**src/sv/thed_pkg.sv**
```systemverilog
// ----------------------------------------------------------------------------
// thed_pkg
// Types, codes, constants and the arctangent table of the detector.
// ----------------------------------------------------------------------------
`default_nettype none

package thed_pkg;

  localparam int WINDOW_DEPTH_DEF = 8;
  localparam int SAMPLE_BITS_DEF  = 12;
  localparam int CORDIC_STEPS_DEF = 16;

  localparam int ATAN_ENTRIES = 24;
  localparam int ZW           = 26;
  localparam int KINV_Q16     = 39797;
  localparam int TIME_W       = 32;
  localparam int TILT_W       = 15;
  localparam int PITCH_LIMIT  = 5760;

  localparam logic [2:0] CFG_LEVEL_PITCH     = 3'd0;
  localparam logic [2:0] CFG_START_THRESHOLD = 3'd1;
  localparam logic [2:0] CFG_LEVEL_BAND      = 3'd2;
  localparam logic [2:0] CFG_MIN_PHASE       = 3'd3;
  localparam logic [2:0] CFG_CANCEL_LEVEL    = 3'd4;
  localparam logic [2:0] CFG_FINISH_LEVEL    = 3'd5;
  localparam logic [2:0] CFG_EVENT_TIMEOUT   = 3'd6;

  localparam logic [1:0] PH_WAITING    = 2'd0;
  localparam logic [1:0] PH_CLIMBING   = 2'd1;
  localparam logic [1:0] PH_DESCENDING = 2'd2;

  localparam logic [2:0] EV_NONE       = 3'd0;
  localparam logic [2:0] EV_CLIMB      = 3'd1;
  localparam logic [2:0] EV_DESCENT    = 3'd2;
  localparam logic [2:0] EV_DONE_CLIMB = 3'd3;
  localparam logic [2:0] EV_DONE       = 3'd4;
  localparam logic [2:0] EV_CANCEL     = 3'd5;
  localparam logic [2:0] EV_TIMEOUT    = 3'd6;

  typedef struct packed {
    logic signed [13:0] level_ref;
    logic [12:0]        start_threshold;
    logic [12:0]        level_band;
    logic [15:0]        phase_min_ms;
    logic [15:0]        cancel_level_ms;
    logic [15:0]        finish_level_ms;
    logic [19:0]        hump_limit_ms;
  } cfg_t;

  // atan(2^-i) in 1/65536 degree.
  function automatic logic [22:0] atan_q16(input logic [4:0] idx);
    logic [22:0] v;
    unique case (idx)
      5'd0:    v = 23'd2949120;
      5'd1:    v = 23'd1740967;
      5'd2:    v = 23'd919879;
      5'd3:    v = 23'd466945;
      5'd4:    v = 23'd234379;
      5'd5:    v = 23'd117304;
      5'd6:    v = 23'd58666;
      5'd7:    v = 23'd29335;
      5'd8:    v = 23'd14668;
      5'd9:    v = 23'd7334;
      5'd10:   v = 23'd3667;
      5'd11:   v = 23'd1833;
      5'd12:   v = 23'd917;
      5'd13:   v = 23'd458;
      5'd14:   v = 23'd229;
      5'd15:   v = 23'd115;
      5'd16:   v = 23'd57;
      5'd17:   v = 23'd29;
      5'd18:   v = 23'd14;
      5'd19:   v = 23'd7;
      5'd20:   v = 23'd4;
      5'd21:   v = 23'd2;
      5'd22:   v = 23'd1;
      default: v = 23'd0;
    endcase
    return v;
  endfunction

endpackage

`default_nettype wire

```
**src/sv/thed_front.sv**
```systemverilog
// ----------------------------------------------------------------------------
// thed_front
// Accepts samples, keeps the sample ring and the running axis sums.
// ----------------------------------------------------------------------------
`default_nettype none

module thed_front #(
  parameter int DEPTH = thed_pkg::WINDOW_DEPTH_DEF,
  parameter int SB    = thed_pkg::SAMPLE_BITS_DEF,
  parameter int SUMW  = SB + $clog2(DEPTH)
) (
  input  logic                   clk,
  input  logic                   rst_n,
  input  logic                   in_push,
  output logic                   in_full,
  input  logic signed [SB-1:0]   in_accel_x,
  input  logic signed [SB-1:0]   in_accel_y,
  input  logic signed [SB-1:0]   in_accel_z,
  input  logic [31:0]            in_time_ms,
  output logic                   q_push,
  input  logic                   q_full,
  output logic                   q_win_full,
  output logic signed [SUMW-1:0] q_sx,
  output logic signed [SUMW-1:0] q_sy,
  output logic signed [SUMW-1:0] q_sz,
  output logic [31:0]            q_time
);

  localparam int PW = $clog2(DEPTH);
  localparam int FW = $clog2(DEPTH + 1);

  logic [3*SB-1:0] ring_mem [DEPTH];
  logic [3*SB-1:0] rd_r;
  logic [3*SB-1:0] smp_r;
  logic [31:0]     time_r;
  logic            busy_r;
  logic [PW-1:0]   ptr_r;
  logic [FW-1:0]   fill_r;
  logic signed [SUMW-1:0] sx_r, sy_r, sz_r;
  logic signed [SUMW-1:0] sx_nxt, sy_nxt, sz_nxt;
  logic            wrapped;
  logic            accept;

  assign in_full = busy_r | q_full;
  assign accept  = in_push & ~in_full;
  assign wrapped = (fill_r >= FW'(DEPTH));

  always_comb begin
    logic signed [SB-1:0] ox, oy, oz;
    ox = wrapped ? $signed(rd_r[3*SB-1:2*SB]) : '0;
    oy = wrapped ? $signed(rd_r[2*SB-1:SB])   : '0;
    oz = wrapped ? $signed(rd_r[SB-1:0])      : '0;
    sx_nxt = sx_r - SUMW'(ox) + SUMW'($signed(smp_r[3*SB-1:2*SB]));
    sy_nxt = sy_r - SUMW'(oy) + SUMW'($signed(smp_r[2*SB-1:SB]));
    sz_nxt = sz_r - SUMW'(oz) + SUMW'($signed(smp_r[SB-1:0]));
  end

  assign q_push     = busy_r;
  assign q_sx       = sx_nxt;
  assign q_sy       = sy_nxt;
  assign q_sz       = sz_nxt;
  assign q_time     = time_r;
  assign q_win_full = (fill_r >= FW'(DEPTH - 1));

  always_ff @(posedge clk) begin
    if (accept) begin
      smp_r  <= {in_accel_x, in_accel_y, in_accel_z};
      time_r <= in_time_ms;
      rd_r   <= ring_mem[ptr_r];
    end
    if (busy_r) begin
      ring_mem[ptr_r] <= smp_r;
    end
  end

  always_ff @(posedge clk) begin
    if (!rst_n) begin
      busy_r <= 1'b0;
      ptr_r  <= '0;
      fill_r <= '0;
      sx_r   <= '0;
      sy_r   <= '0;
      sz_r   <= '0;
    end else begin
      busy_r <= accept;
      if (busy_r) begin
        sx_r  <= sx_nxt;
        sy_r  <= sy_nxt;
        sz_r  <= sz_nxt;
        ptr_r <= (ptr_r == PW'(DEPTH - 1)) ? '0 : ptr_r + 1'b1;
        if (!wrapped) fill_r <= fill_r + 1'b1;
      end
    end
  end

endmodule

`default_nettype wire

```
**src/sv/thed_queue.sv**
```systemverilog
// ----------------------------------------------------------------------------
// thed_queue
// Two-entry queue that decouples the sample front from the angle back end.
// ----------------------------------------------------------------------------
`default_nettype none

module thed_queue #(
  parameter int W = 8
) (
  input  logic         clk,
  input  logic         rst_n,
  input  logic         push,
  input  logic [W-1:0] push_data,
  output logic         full,
  input  logic         pop,
  output logic         empty,
  output logic [W-1:0] pop_data
);

  logic [W-1:0] slot_r [2];
  logic         wp_r, rp_r;
  logic [1:0]   cnt_r;
  logic         do_push, do_pop;

  assign full     = (cnt_r == 2'd2);
  assign empty    = (cnt_r == 2'd0);
  assign do_push  = push & ~full;
  assign do_pop   = pop & ~empty;
  assign pop_data = slot_r[rp_r];

  always_ff @(posedge clk) begin
    if (do_push) slot_r[wp_r] <= push_data;
  end

  always_ff @(posedge clk) begin
    if (!rst_n) begin
      wp_r  <= 1'b0;
      rp_r  <= 1'b0;
      cnt_r <= 2'd0;
    end else begin
      if (do_push) wp_r <= ~wp_r;
      if (do_pop)  rp_r <= ~rp_r;
      cnt_r <= cnt_r + {1'b0, do_push} - {1'b0, do_pop};
    end
  end

endmodule

`default_nettype wire

```
**src/sv/thed_back.sv**
```systemverilog
// ----------------------------------------------------------------------------
// thed_back
// Two CORDIC vectoring passes, tilt, hump state machine and result register.
// ----------------------------------------------------------------------------
`default_nettype none

module thed_back #(
  parameter int SUMW  = 15,
  parameter int STEPS = thed_pkg::CORDIC_STEPS_DEF
) (
  input  logic                   clk,
  input  logic                   rst_n,
  input  thed_pkg::cfg_t         cfg,
  input  logic                   q_empty,
  output logic                   q_pop,
  input  logic                   q_win_full,
  input  logic signed [SUMW-1:0] q_sx,
  input  logic signed [SUMW-1:0] q_sy,
  input  logic signed [SUMW-1:0] q_sz,
  input  logic [31:0]            q_time,
  output logic                   out_empty,
  input  logic                   out_pop,
  output logic                   out_window_full,
  output logic signed [14:0]     out_tilt,
  output logic [1:0]             out_hump_phase,
  output logic [2:0]             out_event_code,
  output logic [15:0]            out_hump_total,
  output logic [15:0]            out_highest_hump_index,
  output logic [13:0]            out_highest_climb,
  output logic signed [14:0]     out_climb_peak,
  output logic signed [14:0]     out_descent_peak
);

  localparam int WW = SUMW + 20;
  localparam int CW = $clog2(STEPS);
  localparam int ZW = thed_pkg::ZW;

  localparam logic [2:0] S_IDLE   = 3'd0;
  localparam logic [2:0] S_P1     = 3'd1;
  localparam logic [2:0] S_MUL    = 3'd2;
  localparam logic [2:0] S_P2     = 3'd3;
  localparam logic [2:0] S_RND    = 3'd4;
  localparam logic [2:0] S_COMMIT = 3'd5;

  logic [2:0]             st_r;
  logic signed [WW-1:0]   x_r, y_r;
  logic signed [ZW-1:0]   z_r;
  logic [CW-1:0]          cnt_r;
  logic signed [SUMW-1:0] sy_r;
  logic [31:0]            now_r;
  logic                   full_r;
  logic signed [14:0]     tilt_r;
  logic                   out_valid_r;

  // Detector state.
  logic [1:0]         phase_r, phase_nxt;
  logic [31:0]        ev_start_r, ev_start_nxt;
  logic [31:0]        ph_start_r, ph_start_nxt;
  logic [31:0]        lv_start_r, lv_start_nxt;
  logic               lv_on_r, lv_on_nxt;
  logic signed [14:0] pk_up_r, pk_up_nxt;
  logic signed [14:0] pk_dn_r, pk_dn_nxt;
  logic [15:0]        humps_r, humps_nxt;
  logic [15:0]        best_r, best_nxt;
  logic [13:0]        climb_r, climb_nxt;
  logic [2:0]         ev_nxt;

  logic                 last_step;
  logic                 commit;
  logic signed [WW-1:0] x_step, y_step, dx, dy;
  logic signed [ZW-1:0] z_step, atan_v;
  logic signed [WW+16:0] prod;

  assign last_step = (cnt_r == CW'(STEPS - 1));
  assign commit    = (st_r == S_COMMIT) && (!out_valid_r || out_pop);
  assign q_pop     = (st_r == S_IDLE) && !q_empty;
  assign out_empty = !out_valid_r;

  always_comb begin
    dx     = y_r >>> cnt_r;
    dy     = x_r >>> cnt_r;
    atan_v = ZW'(signed'({1'b0, thed_pkg::atan_q16(5'(cnt_r))}));
    if (!y_r[WW-1]) begin
      x_step = x_r + dx;
      y_step = y_r - dy;
      z_step = z_r + atan_v;
    end else begin
      x_step = x_r - dx;
      y_step = y_r + dy;
      z_step = z_r - atan_v;
    end
    prod = (WW+17)'(x_r) * (WW+17)'(thed_pkg::KINV_Q16) + (WW+17)'(32768);
  end

  // Hump state machine for the sample in tilt_r.
  always_comb begin
    logic [14:0]        mag;
    logic               level;
    logic signed [15:0] t16, thr16;
    logic [31:0]        dph, dlv, dev;
    logic               cmp_hump;
    logic [15:0]        inc;

    phase_nxt    = phase_r;
    ev_start_nxt = ev_start_r;
    ph_start_nxt = ph_start_r;
    lv_start_nxt = lv_start_r;
    lv_on_nxt    = lv_on_r;
    pk_up_nxt    = pk_up_r;
    pk_dn_nxt    = pk_dn_r;
    humps_nxt    = humps_r;
    best_nxt     = best_r;
    climb_nxt    = climb_r;
    ev_nxt       = thed_pkg::EV_NONE;
    cmp_hump     = 1'b0;

    mag   = tilt_r[14] ? 15'(-tilt_r) : 15'(tilt_r);
    level = {1'b0, mag} < {3'b0, cfg.level_band};
    t16   = {tilt_r[14], tilt_r};
    thr16 = signed'({3'b0, cfg.start_threshold});
    dph   = now_r - ph_start_r;
    dlv   = now_r - lv_start_r;
    dev   = now_r - ev_start_r;

    if (full_r) begin
      unique case (phase_r)
        thed_pkg::PH_CLIMBING: begin
          if (tilt_r > pk_up_r) pk_up_nxt = tilt_r;
          if (t16 < -thr16 && dph >= {16'b0, cfg.phase_min_ms}) begin
            phase_nxt    = thed_pkg::PH_DESCENDING;
            ph_start_nxt = now_r;
            pk_dn_nxt    = tilt_r;
            lv_on_nxt    = 1'b0;
            ev_nxt       = thed_pkg::EV_DESCENT;
          end else if (level) begin
            if (!lv_on_r) begin
              lv_on_nxt    = 1'b1;
              lv_start_nxt = now_r;
            end else if (dlv >= {16'b0, cfg.cancel_level_ms}) begin
              phase_nxt = thed_pkg::PH_WAITING;
              ev_nxt    = thed_pkg::EV_CANCEL;
            end
          end else begin
            lv_on_nxt = 1'b0;
          end
          if (phase_nxt == thed_pkg::PH_CLIMBING &&
              dev > {12'b0, cfg.hump_limit_ms}) begin
            phase_nxt = thed_pkg::PH_WAITING;
            ev_nxt    = thed_pkg::EV_TIMEOUT;
          end
        end
        thed_pkg::PH_DESCENDING: begin
          if (tilt_r < pk_dn_r) pk_dn_nxt = tilt_r;
          if (t16 > thr16 && dph >= {16'b0, cfg.phase_min_ms}) begin
            cmp_hump     = 1'b1;
            phase_nxt    = thed_pkg::PH_CLIMBING;
            ev_start_nxt = now_r;
            ph_start_nxt = now_r;
            pk_up_nxt    = tilt_r;
            pk_dn_nxt    = '0;
            lv_on_nxt    = 1'b0;
            ev_nxt       = thed_pkg::EV_DONE_CLIMB;
          end else if (level) begin
            if (!lv_on_r) begin
              lv_on_nxt    = 1'b1;
              lv_start_nxt = now_r;
            end else if (dlv >= {16'b0, cfg.finish_level_ms}) begin
              cmp_hump  = 1'b1;
              phase_nxt = thed_pkg::PH_WAITING;
              lv_on_nxt = 1'b0;
              ev_nxt    = thed_pkg::EV_DONE;
            end
          end else begin
            lv_on_nxt = 1'b0;
          end
          if (phase_nxt == thed_pkg::PH_DESCENDING &&
              dev > {12'b0, cfg.hump_limit_ms}) begin
            phase_nxt = thed_pkg::PH_WAITING;
            ev_nxt    = thed_pkg::EV_TIMEOUT;
          end
        end
        default: begin
          phase_nxt = thed_pkg::PH_WAITING;
          if (t16 > thr16) begin
            phase_nxt    = thed_pkg::PH_CLIMBING;
            ev_start_nxt = now_r;
            ph_start_nxt = now_r;
            pk_up_nxt    = tilt_r;
            pk_dn_nxt    = '0;
            lv_on_nxt    = 1'b0;
            ev_nxt       = thed_pkg::EV_CLIMB;
          end
        end
      endcase
    end

    // The climb peak used here is the one held before this sample.
    inc = (humps_r == 16'hFFFF) ? humps_r : humps_r + 16'd1;
    if (cmp_hump) begin
      humps_nxt = inc;
      if (pk_up_r > signed'({1'b0, climb_r})) begin
        climb_nxt = 14'(pk_up_r);
        best_nxt  = inc;
      end
    end
  end

  always_ff @(posedge clk) begin
    logic signed [ZW-1:0] zr;
    logic signed [ZW-1:0] pz;
    logic signed [13:0]   pitch;
    unique case (st_r)
      S_IDLE: begin
        if (!q_empty) begin
          x_r    <= (q_sx[SUMW-1] ? -WW'(q_sx) : WW'(q_sx)) <<< 16;
          y_r    <= WW'(q_sz) <<< 16;
          z_r    <= '0;
          cnt_r  <= '0;
          sy_r   <= q_sy;
          now_r  <= q_time;
          full_r <= q_win_full;
          tilt_r <= '0;
        end
      end
      S_P1, S_P2: begin
        x_r   <= x_step;
        y_r   <= y_step;
        if (st_r == S_P2) z_r <= z_step;
        cnt_r <= last_step ? '0 : cnt_r + 1'b1;
      end
      S_MUL: begin
        x_r <= WW'(prod >>> 16);
        y_r <= WW'(sy_r) <<< 16;
      end
      S_RND: begin
        if (!z_r[ZW-1]) pz = (z_r + ZW'(512)) >>> 10;
        else            pz = -((-z_r + ZW'(512)) >>> 10);
        zr = pz;
        if (zr > ZW'(thed_pkg::PITCH_LIMIT))       pitch = 14'(thed_pkg::PITCH_LIMIT);
        else if (zr < -ZW'(thed_pkg::PITCH_LIMIT)) pitch = -14'(thed_pkg::PITCH_LIMIT);
        else                                        pitch = 14'(zr);
        if (sy_r == '0) pitch = '0;
        tilt_r <= 15'(cfg.level_ref) - 15'(pitch);
      end
      default: begin
      end
    endcase
    if (commit) begin
      out_window_full        <= full_r;
      out_tilt               <= tilt_r;
      out_hump_phase         <= phase_nxt;
      out_event_code         <= ev_nxt;
      out_hump_total         <= humps_nxt;
      out_highest_hump_index <= best_nxt;
      out_highest_climb      <= climb_nxt;
      out_climb_peak         <= pk_up_nxt;
      out_descent_peak       <= pk_dn_nxt;
    end
  end

  always_ff @(posedge clk) begin
    if (!rst_n) begin
      st_r        <= S_IDLE;
      out_valid_r <= 1'b0;
      phase_r     <= thed_pkg::PH_WAITING;
      ev_start_r  <= '0;
      ph_start_r  <= '0;
      lv_start_r  <= '0;
      lv_on_r     <= 1'b0;
      pk_up_r     <= '0;
      pk_dn_r     <= '0;
      humps_r     <= '0;
      best_r      <= '0;
      climb_r     <= '0;
    end else begin
      unique case (st_r)
        S_IDLE:   if (!q_empty) st_r <= q_win_full ? S_P1 : S_COMMIT;
        S_P1:     if (last_step) st_r <= S_MUL;
        S_MUL:    st_r <= S_P2;
        S_P2:     if (last_step) st_r <= S_RND;
        S_RND:    st_r <= S_COMMIT;
        S_COMMIT: if (commit) st_r <= S_IDLE;
        default:  st_r <= S_IDLE;
      endcase
      if (commit) begin
        out_valid_r <= 1'b1;
        phase_r     <= phase_nxt;
        ev_start_r  <= ev_start_nxt;
        ph_start_r  <= ph_start_nxt;
        lv_start_r  <= lv_start_nxt;
        lv_on_r     <= lv_on_nxt;
        pk_up_r     <= pk_up_nxt;
        pk_dn_r     <= pk_dn_nxt;
        humps_r     <= humps_nxt;
        best_r      <= best_nxt;
        climb_r     <= climb_nxt;
      end else if (out_pop) begin
        out_valid_r <= 1'b0;
      end
    end
  end

endmodule

`default_nettype wire

```
**src/sv/tilt_hump_event_detector_top.sv**
```systemverilog
// ----------------------------------------------------------------------------
// tilt_hump_event_detector_top
// Pitch from a sliding accelerometer window and hump event detection.
// ----------------------------------------------------------------------------
//
//   channel   direction  handshake        word
//   in_       input      in_push/in_full  x, y, z sample and time stamp
//   out_      output     out_pop/out_empty  one status word per sample
//   cfg_      input      cfg_we           register index and data
//
// A sample passes the front as a ring read, then a sum update, and the back
// as IDLE, the first CORDIC pass, MUL, the second pass, RND and COMMIT; the
// shared CORDIC stage is run once per pass. Samples before the window is full
// skip the CORDIC and go from IDLE straight to COMMIT.
// Reset is synchronous and active low; no clearing pass is needed.
// The result register lets the back start the next word while a result
// waits; the two-entry queue lets the front keep taking samples meanwhile.
// ----------------------------------------------------------------------------
`default_nettype none

module tilt_hump_event_detector_top #(
  parameter int WINDOW_DEPTH = thed_pkg::WINDOW_DEPTH_DEF,
  parameter int SAMPLE_BITS  = thed_pkg::SAMPLE_BITS_DEF,
  parameter int CORDIC_STEPS = thed_pkg::CORDIC_STEPS_DEF
) (
  input  logic                         clk,
  input  logic                         rst_n,
  input  logic                         in_push,
  output logic                         in_full,
  input  logic signed [SAMPLE_BITS-1:0] in_accel_x,
  input  logic signed [SAMPLE_BITS-1:0] in_accel_y,
  input  logic signed [SAMPLE_BITS-1:0] in_accel_z,
  input  logic [31:0]                  in_time_ms,
  output logic                         out_empty,
  input  logic                         out_pop,
  output logic                         out_window_full,
  output logic signed [14:0]           out_tilt,
  output logic [1:0]                   out_hump_phase,
  output logic [2:0]                   out_event_code,
  output logic [15:0]                  out_hump_total,
  output logic [15:0]                  out_highest_hump_index,
  output logic [13:0]                  out_highest_climb,
  output logic signed [14:0]           out_climb_peak,
  output logic signed [14:0]           out_descent_peak,
  input  logic                         cfg_we,
  input  logic [2:0]                   cfg_index,
  input  logic [19:0]                  cfg_wdata
);

  // The window sum grows by log2 of the depth over one sample.
  localparam int SUMW = SAMPLE_BITS + $clog2(WINDOW_DEPTH);
  localparam int QW   = 1 + 3 * SUMW + 32;

  thed_pkg::cfg_t cfg_r;

  // Configuration registers; writes to an index past the list are dropped.
  always_ff @(posedge clk) begin
    if (!rst_n) begin
      cfg_r.level_ref       <= '0;
      cfg_r.start_threshold <= 13'd320;
      cfg_r.level_band      <= 13'd128;
      cfg_r.phase_min_ms    <= 16'd300;
      cfg_r.cancel_level_ms <= 16'd800;
      cfg_r.finish_level_ms <= 16'd480;
      cfg_r.hump_limit_ms   <= 20'd10000;
    end else if (cfg_we) begin
      unique case (cfg_index)
        thed_pkg::CFG_LEVEL_PITCH:     cfg_r.level_ref       <= signed'(cfg_wdata[13:0]);
        thed_pkg::CFG_START_THRESHOLD: cfg_r.start_threshold <= cfg_wdata[12:0];
        thed_pkg::CFG_LEVEL_BAND:      cfg_r.level_band      <= cfg_wdata[12:0];
        thed_pkg::CFG_MIN_PHASE:       cfg_r.phase_min_ms    <= cfg_wdata[15:0];
        thed_pkg::CFG_CANCEL_LEVEL:    cfg_r.cancel_level_ms <= cfg_wdata[15:0];
        thed_pkg::CFG_FINISH_LEVEL:    cfg_r.finish_level_ms <= cfg_wdata[15:0];
        thed_pkg::CFG_EVENT_TIMEOUT:   cfg_r.hump_limit_ms   <= cfg_wdata;
        default: begin
        end
      endcase
    end
  end

  logic                   f_push, q_full, q_empty, q_pop;
  logic                   f_win, b_win;
  logic signed [SUMW-1:0] f_sx, f_sy, f_sz, b_sx, b_sy, b_sz;
  logic [31:0]            f_time, b_time;
  logic [QW-1:0]          q_out;

  thed_front #(
    .DEPTH (WINDOW_DEPTH),
    .SB    (SAMPLE_BITS),
    .SUMW  (SUMW)
  ) u_front (
    .clk        (clk),
    .rst_n      (rst_n),
    .in_push    (in_push),
    .in_full    (in_full),
    .in_accel_x (in_accel_x),
    .in_accel_y (in_accel_y),
    .in_accel_z (in_accel_z),
    .in_time_ms (in_time_ms),
    .q_push     (f_push),
    .q_full     (q_full),
    .q_win_full (f_win),
    .q_sx       (f_sx),
    .q_sy       (f_sy),
    .q_sz       (f_sz),
    .q_time     (f_time)
  );

  // The front only pushes into a queue that had room when it took the sample.
  thed_queue #(
    .W (QW)
  ) u_queue (
    .clk       (clk),
    .rst_n     (rst_n),
    .push      (f_push),
    .push_data ({f_win, f_sx, f_sy, f_sz, f_time}),
    .full      (q_full),
    .pop       (q_pop),
    .empty     (q_empty),
    .pop_data  (q_out)
  );

  assign {b_win, b_sx, b_sy, b_sz, b_time} = q_out;

  thed_back #(
    .SUMW  (SUMW),
    .STEPS (CORDIC_STEPS)
  ) u_back (
    .clk                    (clk),
    .rst_n                  (rst_n),
    .cfg                    (cfg_r),
    .q_empty                (q_empty),
    .q_pop                  (q_pop),
    .q_win_full             (b_win),
    .q_sx                   (b_sx),
    .q_sy                   (b_sy),
    .q_sz                   (b_sz),
    .q_time                 (b_time),
    .out_empty              (out_empty),
    .out_pop                (out_pop),
    .out_window_full        (out_window_full),
    .out_tilt               (out_tilt),
    .out_hump_phase         (out_hump_phase),
    .out_event_code         (out_event_code),
    .out_hump_total         (out_hump_total),
    .out_highest_hump_index (out_highest_hump_index),
    .out_highest_climb      (out_highest_climb),
    .out_climb_peak         (out_climb_peak),
    .out_descent_peak       (out_descent_peak)
  );

endmodule

`default_nettype wire

```
**config.mk**
```make
export PLATFORM = sky130hd
export DESIGN_NAME = tilt_hump_event_detector_top
export DESIGN_NICKNAME = d
export VERILOG_FILES = /design/src/sv/thed_pkg.sv /design/src/sv/thed_front.sv /design/src/sv/thed_queue.sv /design/src/sv/thed_back.sv /design/src/sv/tilt_hump_event_detector_top.sv
export SDC_FILE = /design/constraint.sdc
export NUM_CORES = 2
export LEC_CHECK = 0
export ABC_AREA = 1
export BUFFER_PORTS_ARGS = -buffer_cell sky130_fd_sc_hd__clkbuf_2
export CORE_ASPECT_RATIO = 0.9
export CORE_MARGIN = 8
export CORE_UTILIZATION = 40
export CTS_CLUSTER_SIZE = 16
export DETAILED_ROUTE_END_ITERATION = 6
export PLACE_DENSITY = 0.61
export SYNTH_ARGS = -nofsm -noshare
export SYNTH_HDL_FRONTEND = slang
export SYNTH_HIERARCHICAL = 1
export SYNTH_SLANG_ARGS = --single-unit
```
**constraint.sdc**
```tcl
create_clock -name clk -period 8.2 [get_ports clk]
set_clock_uncertainty 0.1 [all_clocks]
set_input_delay 0.41 -clock clk [delete_from_list [all_inputs] [get_ports clk]]
set_output_delay 0.41 -clock clk [all_outputs]
set_load 0.03 [all_outputs]
```
# == Word-level counts from Yosys, hierarchy flattened ==
# Memory sizes are Yosys's and may differ from the RTL's. A register that Yosys moved wholly into a read port is not among the register bits.
# Index checks and enable logic that the tools add are counted.
# Widths: inputs -> output; s select.
# totals
ff_bits,672
ramBits,444
mem_bits_ro,352
in_bits,96
out_inout_bits,99
wordCells,287
n_memories,3
# op_classes
n_addsub,30
mul,1
n_lt_le_gt_ge,14
n_eq_ne,28
shifts,2
n_mux,112
bitwise,11
n_reduce_logical,39
# mem_list
name,depth,word_bits,read_ports,rd_clocked_by_memory_dff,wr,line_no,rtl
(name not given),16,22,1,1,0,thed_pkg.sv:53,unique case (idx)
u_front.ring_mem,8,36,1,1,1,thed_front.sv:32,logic [3*SB-1:0] ring_mem [DEPTH];
u_queue.slot_r,2,78,1,1,1,thed_queue.sv:20,logic [W-1:0] slot_r [2];
# ops
cell,count
$mux 32,7
$pmux 35 s3,2
$pmux 32 s2,3
$mux 15,11
$mux 35,4
$mux 26,5
$ge 32x16->1,3
$sub 32x32->32,3
$pmux 15 s2,3
$mux 14,6
$add 35x35->35,2
$sshr 35x4->35,2
$sub 35x35->35,2
$mux 16,4
$add 26x11->26 const B,2
$pmux 26 s2,1
$add 51x17->51 const B,1
$mul 35x17->51 const B,1
$mux 3,16
$add 15x12->15,3
$sub 15x12->15,3
$mux 12,3
$gt 32x20->1,1
$gt 15x15->1,2
55 further kinds,147

# == Logic depth before layout (Yosys ltp) ==
# depth
word_depth,13
depth_mapped,45
ltp_nobuf,45

# == Cells and area by module ==
# The synthesis kept the hierarchy.
# by_module_without_submodules
module,instances,cells_each,area_per_inst_um2,seq_area_each_um2
thed_back,1,7777,54632.4,11831.3
thed_front,1,1982,20530.9,12832.3
thed_queue,1,281,5955.7,4784.6
tilt_hump_event_detector_top,1,607,4241.6,2162.1

# == Worst setup path before layout ==
# Ideal clock, no wire load.
# synth_path
path_kind,register -> register
from,register u_queue.cnt_r[0]
to,"register u_front.time_r[0] (netlist: u_front/q_time[0]), enable pin"
setup_time_ns,0.568
arrival_ns,5.247
t_required_ns,7.532
slack_ns,2.284
path_stages_with_launch,6
cell_sequence,dfxtp_1 -> inv_1 -> nand2_1 -> inv_1 -> or2_2 -> nor2_1
# synth_between
elab_chain_len,4
# synth_lines
element,line_no,rtl
from (decl),thed_queue.sv:22,logic [1:0] cnt_r;
from (signal assigned),thed_queue.sv:43,"cnt_r <= cnt_r + {1'b0, do_push} - {1'b0, do_pop};"
$eq 2x2->1,thed_queue.sv:25,assign full = (cnt_r == 2'd2);
net q_full,tilt_hump_event_detector_top.sv:81,"logic f_push, q_full, q_empty, q_pop;"
$or 1x1->1,thed_front.sv:44,assign in_full = busy_r | q_full;
net in_full,tilt_hump_event_detector_top.sv:29,"output logic in_full,"
$not 1->1,thed_front.sv:45,assign accept = in_push & ~in_full;
$and 1x1->1,thed_front.sv:45,
net u_front.accept,thed_front.sv:42,logic accept;
to (signal assigned),thed_front.sv:68,time_r <= in_time_ms;
to (decl),thed_front.sv:35,logic [31:0] time_r;
# The timed path passes the listed nets, and every way through them passes these cells.
# A chain may end at the register's enable or synchronous reset.

# == Final worst setup path ==
# layout_path
from,register u_back.x_r[18]
to,"register u_back.x_r[33], data pin"
# layout_between
elab_chain_len,3
word_cells_on_any_way,6
# layout_lines
element,line_no,rtl
from (decl),thed_back.sv:46,"logic signed [WW-1:0] x_r, y_r;"
from (signal assigned),thed_back.sv:215,x_r <= (q_sx[SUMW-1] ? -WW'(q_sx) : WW'(q_sx)) <<< 16;
from (signal assigned),thed_back.sv:226,x_r <= x_step;
from (signal assigned),thed_back.sv:232,x_r <= WW'(prod >>> 16);
"$mul 35x17->51, or another cell as far along",thed_back.sv:92,prod = (WW+17)'(x_r) * (WW+17)'(thed_pkg::KINV_Q16) + (WW+17)'(32768);
$add 51x17->51 or $mux 35 (tied branches),"thed_back.sv:92, thed_back.sv:83",
$pmux 35 s3 *,thed_back.sv:212,unique case (st_r)
# Every way passes the cells marked *; elsewhere a longest branch is shown, timed or not.

==> impl_metrics.csv <==
group,metric,value,unit
synth,synth_top_area_cell,"edfxtp_1",
flow_run,maxCapViolCount,0,
synth,synth.area.top_cells,"edfxtp_1, nand2_1, ha_1, dfxtp_1, inv_1",
place,dp_slack,1.591,ns
grt,overflow,0,
timing,holdWs,0.1040,ns
critical_path,cp.arrival,7.09,ns
clock_network,htreeDepth,4,
critical_path,start_kind,"register",
synth,yosysUniqueCellTypes,71,
grt,grt_max_degree,104,
critical_path,crit_required,8.62,ns
critical_path,crit_path_frequent_cell,"fa_1",
synth,avgSynthCellArea,8.017,sq um
layout,drive_gt1_share,6.798,%
routing,detail_route.wl_per_cell,17.63,um
clock_network,clockBufferDepth,3,
critical_path,path_buf_inv,4,
synth,yosysTopAreaCellShare,28.42,%
timing,fin_crit_sh,81.31,%
timing,setup_tns,0,ns
grt,grt_pass1_vias,68439,
status,outcome,"finished, violations left",
critical_path,path_class,"register to register",
synth,syn-cell-area,85360,sq um
timing,worst_pin_slew,1.157,ns
floorplanning,initial_core_util,40.09,%
place,port_buffers,194,
synth,synth-seq-area-share,37.03,%
routing,drt_iter0_drc,5659,
place,dp.cells,13461,
synth,yosys_most_used_dff,"edfxtp_1",
routing,via_per_inst,5.127,
worst_hold_path,hold_path_class,"input port to register",
status,violations,"design-rule violations",
synth,synth_edf_count,808,
timing,setup_violations,0,
layout,nNetsFinal,11901,
place,place_hpwl,182.4,mm
timing,hold_viol,0,
grt,grt_pass1_wl,382.4,mm
routing,postRouteWirelength,243.3,mm
synth,synth_cells,10647,
synth,yosys_warnings,6,
routing,drt_first_pass_iters,7,
routing,drc_errors,5,
synth,syn_nets,11712,
critical_path,end_kind,"register",
timing,drv_slew,0,
critical_path,cpMaxStageDelayCell,"o21ai_0",
floorplanning,core,212900,sq um
clock_network,cts_tree,"yes",
timing,fin_ws,1.533,ns
critical_path,cp_max_fo,8,
critical_path,crit_start,"u_back/x_r[18]",
clock_network,cts_buffers,133,
clock_network,numClockSinks,1175,
layout,final_common_cell,"nand2_1",
routing,ant_nets,0,
layout,post_layout_nonfiller_instances,13799,
critical_path,critical_path.top_delay_family,"adder cells",
synth,ys_ff_latch,1175,
synth,synth-async-reset-ratio,0,%
routing,via_count,70746,
timing,slew_headroom,22.87,%
grt,grt_usage,20.70,%
timing,rsz0062_at_grt,"false",
timing,finalCriticalPeriod,6.667,ns
layout,areaGrowthSynthToFinish,10.60,%
timing,max_freq,0.1500,GHz
layout,final_cell_mix,"nand2_1, inv_1, nor2_1",
floorplanning,dieHeight,454.3,um
place,gp_congestion,0.9426,
clock_network,clkLatencyLatePin,0.79,ns
critical_path,crit_chain,"ha_1 > inv_1 > fa_1 > inv_1 > fa_1 > inv_1 > fa_1 > fa_1 > inv_1 > fa_1 > ha_1 > nand2_1 > nor2_1 > nand2_1 > nor4_1 > a21oi_1 > o21ai_0 > nand4_1 > nand2_1 > a21oi_1 > o21ai_0 > nand2_1",
floorplanning,design.die.area,228500,sq um
critical_path,rr_startpoint,"u_back/x_r[18]",
critical_path,cpPeakStageDelay,0.63,ns
grt,antenna_found_initial,2,
floorplanning,rows,161,
clock_network,cts-root-buf,"clkbuf_16",
floorplanning,die_w,502.9,um
clock_network,clk_pin_slew,0.06,ns
floorplanning,io_pins,195,
worst_hold_path,hp-start,"cfg_wdata[1]",
[synth_stat cells (all sizes together) (5+ instances only)]
cell	number
xor2	162
mux2i	44
a211oi	14
o21ai	852
xnor2	48
o21bai	17
fa	323
o221ai	8
o31ai	23
clkbuf	136
a22oi	19
buf	167
nor3	76
and2	8
edfxtp	808
ha	646
inv	1878
o22ai	9
o2111ai	36
nand4	107
a21o	15
o21a	42
nand2	2186
o32ai	11
a21boi	10
clkinv	5
mux2	78
nand3b	23
dfxtp	367
nor2	1084
nor4	28
a31oi	31
a21oi	749
or2	41
o211ai	50
nand3	531
[tightest hold or removal path, stage by stage]
cell and delay (ns):
clkbuf_2 0.08, inv_1 0.18, nand3_1 0.15, nand2_1 0.05, nor2_1 0.07
[area by class of cell]
type / instances / area (sq um)
clock inverters: 65 / 742.0
flip-flops and latches: 1175 / 31620
multi-input cells: 7286 / 45270
fillers: 21020 / 118500
inverters: 1883 / 7077
clock buffers: 179 / 3694
diodes: 2 / 5.005
well taps: 2852 / 3568
repair buffers: 357 / 2431
[state kept, by name (all words and copies together) (netlist names), 16 cells and up, named ones only]
signal	flops
cfg_r	108
u_back/atan_v	22
u_back/best_r	16
u_back/ev_start_r	32
u_back/humps_r	16
u_back/lv_start_r	32
u_back/now_r	32
u_back/out_highest_hump_index	16
u_back/out_hump_total	16
u_back/ph_start_r	32
u_back/x_r	35
u_back/y_r	35
u_back/z_r	26
u_front/q_time	32
u_front/rd_r	36
u_front/ring_mem	288
u_front/smp_r	36
u_queue/slot_r	156
[worst paths after layout]
path	slack [ns]	cells after the start	to
worst max-delay path	1.53	22	u_back/x_r[33]
worst min-delay path	0.10	5	cfg_r[69]
worst max register to register	1.53	22	u_back/x_r[33]
worst min register to register	0.34	0	u_queue/slot_r[1][28]
[logic make-up (layout without fill, tap and decap cells)]
kind of cell               after synthesis  count (layout)  share of synthesized area (%)
DFF                                   1175            1175                          37.03
and+or+nand+nor                       4092            4092                          19.88
muxes                                  122             122                          1.642
AOI/OAI and AO/OA                     1893            1893                          12.17
adders and majority gates              969             969                          17.04
other                                    0               2                              0
buffers and inverters                 2186            2484                          10.07
xor gates and xnor gates               210             210                          2.163
[per-layer routing]
layer  wire, um  global-route usage [%]
met4       4881                   4.726
met5          0                       0
met2     107400                   32.72
met1     117600                   30.50
met3      13370                   2.302
[repair_timing]
item                                   CTS  global route
endpoints found under the hold margin  110             0
hold buffers                            92             0
gates resized for setup                  0             0
setup buffers                            0             0
[stage by stage]
| stage | utilization [%] | cell area, sq um |
|---|---|---|
| after floorplan | - | 85360 |
| final | 44.34 | 94410 |
| after global routing | 44.34 | 94410 |
| after global placement | 41.82 | 89050 |
| after detailed placement | 41.82 | 89050 |
| after CTS | 44.34 | 94410 |
Power is not shown: default switching activity piles up to over one toggle a cycle in this logic, so the estimate is an artifact.
